===== src/rtl/ows_pkg.sv =====
// ============================================================================
// ows_pkg: shared types and constants of the 1-Wire search-ROM engine
// Holds the command and status codes, the item and result records, and
// the bit-serial reflected CRC-8 step used by the decision core.
// ============================================================================
package ows_pkg;

    localparam int unsigned ROM_BITS = 64;
    localparam int unsigned POS_W    = 7;
    localparam int unsigned IDX_W    = 6;
    localparam int unsigned CRC_W    = 8;

    localparam logic [CRC_W-1:0] CRC_POLY  = 8'h8c;
    localparam logic [POS_W-1:0] FIRST_POS = 7'd1;
    localparam logic [POS_W-1:0] LAST_POS  = 7'd64;
    localparam logic [POS_W-1:0] DONE_POS  = 7'd65;

    typedef enum logic [1:0] {
        CMD_FIRST    = 2'd0,
        CMD_NEXT     = 2'd1,
        CMD_BIT_PAIR = 2'd2
    } cmd_t;

    typedef enum logic [2:0] {
        ST_RUNNING     = 3'd0,
        ST_OK          = 3'd1,
        ST_NO_DEVICES  = 3'd2,
        ST_LAST_DEVICE = 3'd3,
        ST_CRC_FAIL    = 3'd4,
        ST_FAMILY_ZERO = 3'd5,
        ST_IDLE        = 3'd6
    } status_t;

    typedef struct packed {
        logic [1:0] command;
        logic       presence;
        logic       id_bit;
        logic       complement_bit;
    } item_t;

    typedef struct packed {
        logic                direction_bit;
        logic                finished;
        status_t             status;
        logic [ROM_BITS-1:0] rom_code;
    } result_t;

    // One step of the reflected CRC-8, fed one data bit.
    function automatic logic [CRC_W-1:0] crc_step(input logic [CRC_W-1:0] crc,
                                                  input logic             data);
        logic [CRC_W-1:0] shifted;
        shifted = {1'b0, crc[CRC_W-1:1]};
        if (crc[0] ^ data)
        begin
            shifted = shifted ^ CRC_POLY;
        end
        return shifted;
    endfunction

endpackage


===== src/rtl/ows_core.sv =====
// ============================================================================
// ows_core: search state and per-item decision logic
// Keeps the ROM code, fork positions, bit position and CRC, and turns one
// item into its result and the next search state combinationally.
// ============================================================================
module ows_core (
    input  logic             clk,
    input  logic             rst_n,
    input  logic             step,
    input  ows_pkg::item_t   item,
    output ows_pkg::result_t result
);

    logic [ows_pkg::ROM_BITS-1:0] rom_reg, rom_next;
    logic [ows_pkg::POS_W-1:0]    last_fork_reg, last_fork_next;
    logic                         last_seen_reg, last_seen_next;
    logic                         searching_reg, searching_next;
    logic [ows_pkg::POS_W-1:0]    pos_reg, pos_next;
    logic [ows_pkg::POS_W-1:0]    zero_fork_reg, zero_fork_next;
    logic [ows_pkg::CRC_W-1:0]    crc_reg, crc_next;

    logic [ows_pkg::IDX_W-1:0]    idx;
    logic [ows_pkg::POS_W-1:0]    pos_dec;
    logic                         dir;
    logic                         fin;
    logic                         seen;
    ows_pkg::status_t             status;

    assign pos_dec = pos_reg - ows_pkg::FIRST_POS;
    assign idx     = pos_dec[ows_pkg::IDX_W-1:0];

    always_comb
    begin
        rom_next       = rom_reg;
        last_fork_next = last_fork_reg;
        last_seen_next = last_seen_reg;
        searching_next = searching_reg;
        pos_next       = pos_reg;
        zero_fork_next = zero_fork_reg;
        crc_next       = crc_reg;
        dir            = 1'b0;
        fin            = 1'b0;
        seen           = last_seen_reg;
        status         = searching_reg ? ows_pkg::ST_RUNNING : ows_pkg::ST_IDLE;

        case (item.command)
            ows_pkg::CMD_FIRST, ows_pkg::CMD_NEXT:
            begin
                if (item.command == ows_pkg::CMD_FIRST)
                begin
                    last_fork_next = '0;
                    last_seen_next = 1'b0;
                    seen           = 1'b0;
                end
                if (seen)
                begin
                    searching_next = 1'b0;
                    fin            = 1'b1;
                    status         = ows_pkg::ST_LAST_DEVICE;
                end
                else if (!item.presence)
                begin
                    searching_next = 1'b0;
                    fin            = 1'b1;
                    status         = ows_pkg::ST_NO_DEVICES;
                end
                else
                begin
                    searching_next = 1'b1;
                    pos_next       = ows_pkg::FIRST_POS;
                    zero_fork_next = '0;
                    crc_next       = '0;
                    status         = ows_pkg::ST_RUNNING;
                end
            end
            ows_pkg::CMD_BIT_PAIR:
            begin
                if (!searching_reg)
                begin
                    status = ows_pkg::ST_IDLE;
                end
                else if (item.id_bit && item.complement_bit)
                begin
                    searching_next = 1'b0;
                    fin            = 1'b1;
                    status         = ows_pkg::ST_NO_DEVICES;
                end
                else
                begin
                    if (item.id_bit != item.complement_bit)
                    begin
                        dir = item.id_bit;
                    end
                    else
                    begin
                        // Discrepancy: repeat the earlier path below the last
                        // fork, take 1 at it, and 0 beyond it.
                        if (pos_reg < last_fork_reg)
                        begin
                            dir = rom_reg[idx];
                        end
                        else
                        begin
                            dir = (pos_reg == last_fork_reg);
                        end
                        if (!dir)
                        begin
                            zero_fork_next = pos_reg;
                        end
                    end
                    rom_next[idx] = dir;
                    crc_next      = ows_pkg::crc_step(crc_reg, dir);
                    if (pos_reg >= ows_pkg::LAST_POS)
                    begin
                        searching_next = 1'b0;
                        pos_next       = ows_pkg::DONE_POS;
                        fin            = 1'b1;
                        if (crc_next != '0)
                        begin
                            status = ows_pkg::ST_CRC_FAIL;
                        end
                        else if (rom_next[7:0] == 8'h00)
                        begin
                            status = ows_pkg::ST_FAMILY_ZERO;
                        end
                        else
                        begin
                            last_fork_next = zero_fork_next;
                            last_seen_next = (zero_fork_next == '0);
                            status         = ows_pkg::ST_OK;
                        end
                    end
                    else
                    begin
                        pos_next = pos_reg + ows_pkg::FIRST_POS;
                        status   = ows_pkg::ST_RUNNING;
                    end
                end
            end
            default:
            begin
                status = searching_reg ? ows_pkg::ST_RUNNING : ows_pkg::ST_IDLE;
            end
        endcase

        result.direction_bit = dir;
        result.finished      = fin;
        result.status        = status;
        result.rom_code      = rom_next;
    end

    always_ff @(posedge clk or negedge rst_n)
    begin
        if (!rst_n)
        begin
            rom_reg       <= '0;
            last_fork_reg <= '0;
            last_seen_reg <= 1'b0;
            searching_reg <= 1'b0;
            pos_reg       <= ows_pkg::FIRST_POS;
            zero_fork_reg <= '0;
            crc_reg       <= '0;
        end
        else if (step)
        begin
            rom_reg       <= rom_next;
            last_fork_reg <= last_fork_next;
            last_seen_reg <= last_seen_next;
            searching_reg <= searching_next;
            pos_reg       <= pos_next;
            zero_fork_reg <= zero_fork_next;
            crc_reg       <= crc_next;
        end
    end

endmodule


===== src/rtl/onewire_rom_search.sv =====
// ============================================================================
// onewire_rom_search: 1-Wire search-ROM decision engine, top level
// Input register, combinational decision core and result register.
// ============================================================================
// Usage:
// The input channel (in_valid/in_ready) carries one item per transfer: a
// start command (first or next search) with the presence flag of the bus
// reset, or a bit pair read from the bus. Every item yields exactly one
// result on the output channel (out_valid/out_ready): the direction bit to
// write back, a finished flag, a status code and the ROM code as it stands
// after the item.
// An accepted item is held in the input register, and its result is
// captured in the result register, which drives out_valid. Throughput is
// one item per cycle while the receiver is ready; the only work per item
// is the fork decision, one step of the serial CRC-8 and the end-of-pass
// checks, all between the input register and the result register.
// Reset clears the search state: no pass running, bit position one, ROM,
// forks and CRC zero, and both pipeline registers empty.
// When the receiver stalls, the result register holds its item and the
// input register can still take one more item, after which in_ready drops
// until the result is taken.
// ============================================================================
module onewire_rom_search (
    input  logic        clk,
    input  logic        rst_n,
    input  logic        in_valid,
    output logic        in_ready,
    input  logic [1:0]  command,
    input  logic        presence,
    input  logic        id_bit,
    input  logic        complement_bit,
    output logic        out_valid,
    input  logic        out_ready,
    output logic        direction_bit,
    output logic        finished,
    output logic [2:0]  status,
    output logic [63:0] rom_code
);

    logic             in_valid_reg;
    ows_pkg::item_t   item_reg;
    logic             out_valid_reg;
    ows_pkg::result_t result_reg;
    ows_pkg::result_t core_result;
    logic             advance;

    // The held item moves into the result register whenever that register
    // is empty or is being emptied in this cycle.
    assign advance  = in_valid_reg && (!out_valid_reg || out_ready);
    assign in_ready = !in_valid_reg || advance;

    always_ff @(posedge clk or negedge rst_n)
    begin
        if (!rst_n)
        begin
            in_valid_reg <= 1'b0;
        end
        else if (in_ready)
        begin
            in_valid_reg <= in_valid;
        end
    end

    always_ff @(posedge clk)
    begin
        if (in_ready && in_valid)
        begin
            item_reg.command        <= command;
            item_reg.presence       <= presence;
            item_reg.id_bit         <= id_bit;
            item_reg.complement_bit <= complement_bit;
        end
    end

    // The core commits its state only on the cycle its result is captured.
    ows_core u_core (
        .clk    (clk),
        .rst_n  (rst_n),
        .step   (advance),
        .item   (item_reg),
        .result (core_result)
    );

    always_ff @(posedge clk or negedge rst_n)
    begin
        if (!rst_n)
        begin
            out_valid_reg <= 1'b0;
        end
        else if (advance)
        begin
            out_valid_reg <= 1'b1;
        end
        else if (out_ready)
        begin
            out_valid_reg <= 1'b0;
        end
    end

    always_ff @(posedge clk)
    begin
        if (advance)
        begin
            result_reg <= core_result;
        end
    end

    assign out_valid     = out_valid_reg;
    assign direction_bit = result_reg.direction_bit;
    assign finished      = result_reg.finished;
    assign status        = 3'(result_reg.status);
    assign rom_code      = result_reg.rom_code;

endmodule


===== config.mk =====
export PLATFORM = sky130hd
export DESIGN_NAME = onewire_rom_search
export DESIGN_NICKNAME = d
export VERILOG_FILES = /design/src/rtl/ows_pkg.sv /design/src/rtl/ows_core.sv /design/src/rtl/onewire_rom_search.sv
export SDC_FILE = /design/constraint.sdc
export NUM_CORES = 1
export LEC_CHECK = 0
export BUFFER_PORTS_ARGS = -buffer_cell sky130_fd_sc_hd__buf_2
export CORE_MARGIN = 3
export CORE_UTILIZATION = 35
export DETAILED_ROUTE_END_ITERATION = 12
export PLACE_DENSITY_LB_ADDON = 0.05
export SLEW_MARGIN = 20
export SYNTH_ARGS = -nofsm -noshare
export SYNTH_HDL_FRONTEND = slang
export SYNTH_SLANG_ARGS = --single-unit
export TNS_END_PERCENT = 5

===== constraint.sdc =====
create_clock -name clk -period 5.25 [get_ports clk]
set_input_delay 0.7875 -clock clk [delete_from_list [all_inputs] [get_ports clk]]
set_output_delay 0.7875 -clock clk [all_outputs]
set_load 0.1 [all_outputs]

==> metrics.csv <==
stage;metric;value;unit
sta;setup_tns;0;ns
clock_network;Worst-Skew Late Latency;0.43;ns
cells_and_area;Final Instance Area;0.0102;mm^2
clock_network;htree depth;4;
floorplanning;Core Box Area;0.0246;mm^2
critical_path;critical path's top delay family;simple AND/OR/NAND/NOR gates;
power;cell-internal power;3.00;mW
clock_network;CTS tree;yes;
detailed_routing;Antenna Nets Post-Route;0;
logic_synthesis;FFs w/ async S/R, synth;0.567;
logic_synthesis;share of the synthesized area in the top cell type;0.270;
critical_path;CP max-delay cell;ha_1;
global_routing;first-pass GRT wire length;41000;um
floorplanning;row cnt;57;
logic_synthesis;largest cells by area after synthesis;dfrtp_1 (27%), edfxtp_1 (25%), nor2_1 (6.8%), a21oi_1 (6.0%), nand2_1 (3.5%);
logic_synthesis;top-count cell post-synth;nor2_1;
cells_and_area;nets;1001;
cells_and_area;fin cells;1317;
placement;PortBufs;79;
logic_synthesis;syn_nets;946;
power;Clk pwr share;0.235;
detailed_routing;DRC;0;
clock_network;Clock Sinks;171;
placement;placed instance count;1286;
global_routing;vias in the first global route;6882;
detailed_routing;drt wl/cell;19.6;um
logic_synthesis;post-synthesis cell count;926;
placement;DP Area;0.00959;mm^2
clock_network;CTS Buf Count;17;
global_routing;largest net degree at the start of global routing;65;
sta;unrepaired setup endpoints after global routing;false;
floorplanning;chip width;165;um
sta;fin crit share;0.796;
power;Seq pwr share;0.316;
critical_path;CP cell instances;inv_1 > ha_1 > nor2b_1 > a221oi_1 > o22ai_1 > a32oi_1 > nor3b_1 > a311oi_2 > buf_4 > nor4bb_1 > o211ai_1 > o2bb2ai_1;
sta;max-slew violations;0;
critical_path;CP Data Arrival Time;4.53;ns
global_routing;grt total ovfl;0;
power;Leakage;4.11;nW
detailed_routing;WL final;25800;um
floorplanning;die area;0.0273;mm^2
cells_and_area;layout cell share with drive strength beyond 1;0.165;
logic_synthesis;Mapped Area;0.00889;mm^2
critical_path;CP max FO;19;
critical_path;critical path required time;5.60;ns
min_path;hold crit path type;in2async;
clock_network;Worst-path clk slew;0.07;ns
sta;Worst Clk Skew;0.0112;ns
sta;Max-slew headroom;0.400;
power;Final Power;5.54;mW
critical_path;critical path class;reg2reg;
power;Peak VDD IR;0.000308;V
placement;Placer Congestion;0.812;
logic_synthesis;EDFF count, synth;74;
sta;Worst Max-Slew Pin Slew;0.900;ns
critical_path;CP startpoint kind;register;
clock_network;maximum clock path buffer count;2;
power;PD cells;544;mW/mm^2
logic_synthesis;synthesized area per cell;9.60;um^2
sta;highest clock rate;0.239;GHz
power;Comb power frac;0.449;
sta;Final setup viols;0;
detailed_routing;1st-pass router iterations;5;
floorplanning;die extent in y;165;um
logic_synthesis;Seq cells post-synth;171;
outcome;status;completed;
clock_network;Post-CTS Setup Bufs;0;
power;P_sw;2.54;mW
run;max capacitance violation total;0;
floorplanning;initial cell density of the core;0.361;
logic_synthesis;YS warnings;0;
floorplanning;I/O pin cnt;80;
logic_synthesis;Commonest cells post-synth;nor2_1 (161), a21oi_1 (106), dfrtp_1 (96);
power;Sw Ratio;0.459;
cells_and_area;final core occ;0.414;
global_routing;GRT Total Usage;0.196;
clock_network;CTS resizes;0;
sta;fin crit period;4.18;ns
cells_and_area;P&R area growth vs syn;14.5;%
global_routing;initial antenna violation count;0;
clock_network;hold_buf cts;0;
logic_synthesis;register area share after synthesis;0.523;
logic_synthesis;ys flop type;dfrtp_1;
detailed_routing;Starting DRT DRC Count;599;
logic_synthesis;cell taking the most area after synthesis;dfrtp_1;
clock_network;CTS root buf;clkbuf_16;
cells_and_area;antenna diode count;0;
detailed_routing;Via Count;7099;
sta;endpoints failing hold;0;
critical_path;Max stage delay on crit path;0.87;ns
detailed_routing;via density per instance;5.39;
critical_path;Critical Path Sink Type;register;
logic_synthesis;Netlist cell types;71;
critical_path;Crit path buffers/inverters;2;
placement;hpwl dp;17500;um
[metal layers]
layer	routed length [um]	part of all wire	GRT usage
met1	12800	0.50	0.292
met2	11400	0.44	0.297
met3	1160	0.045	0.0237
met4	462	0.018	0.0601
met5	0	0	0
[cell families after synthesis]
logic type / share of synthesized area
AND/OR/NAND/NOR: 0.172
flip-flops: 0.523
adder cells (fa/ha/maj): 0.0155
buffers and inverters: 0.0427
AO/OA/AOI/OAI: 0.200
XOR/XNOR: 0.00986
multiplexers: 0.0367
[final timing paths]
| path | slack, ns | from | endpoint | depth (start not counted) |
|---|---|---|---|---|
| setup / recovery | 1.07 | u_core.pos_reg[1] | u_core.last_seen_reg | 12 |
| hold / removal | 0.46 | rst_n | u_core.rom_reg[14] | 1 |
| setup reg to reg | 1.07 | u_core.pos_reg[1] | u_core.last_seen_reg | 12 |
| hold reg to reg | 0.50 | u_core.crc_reg[6] | u_core.crc_reg[6] | 2 |
| max in group asynchronous | 3.76 | rst_n | u_core.rom_reg[4] | 2 |
| min in group clk | 0.50 | u_core.crc_reg[6] | u_core.crc_reg[6] | 2 |
[worst reg2reg max path: stages (launching register included)]
cell       delay [ns]
dfrtp_1          0.60
inv_1            0.09
ha_1             0.87
nor2b_1          0.57
a221oi_1         0.19
o22ai_1          0.15
a32oi_1          0.12
nor3b_1          0.25
a311oi_2         0.28
buf_4            0.26
nor4bb_1         0.41
o211ai_1         0.14
o2bb2ai_1        0.19
[cell usage in the layout, fill, tap and decap left out, drive strengths merged, types with 18 or more instances in the layout]
cell type,count
a21oi,106
a31oi,46
buf,102
clkbuf,18
dfrtp,96
edfxtp,74
inv,23
nand2,83
nand3,29
nor2,161
nor3,18
o21ai,45
o31ai,30
[power by group through the flow]
stage | Combinational, mW | Clock, mW | Sequential [mW]
4_1_cts | 2.49 | 1.32 | 1.75
3_3_place_gp | 2.48 | 0 | 1.78
2_1_floorplan | 1.48 | 0 | 2.19
5_1_grt | 2.70 | 1.38 | 1.77
6_report | 2.49 | 1.30 | 1.75
3_5_place_dp | 2.48 | 0 | 1.77
[layout make-up]
cell class              count  area [um^2]
fillers                  2436        14400
flip-flops and latches    171         4650
multi-input cells         671         3870
repair buffers            102          596
clock buffers              18          429
well taps                 324          405
clock inverters            13          154
inverters                  18         68.8
[metrics by stage]
stage / hold slack (ns) / worst slack (ns)
after floorplan: 0.453 / 1.34
after global placement: 0.484 / 1.12
after detailed placement: 0.484 / 1.05
after CTS: 0.498 / 0.981
after global routing: 0.520 / 0.713
final: 0.465 / 1.07
Note: power is estimated with default switching activity, not from simulation.
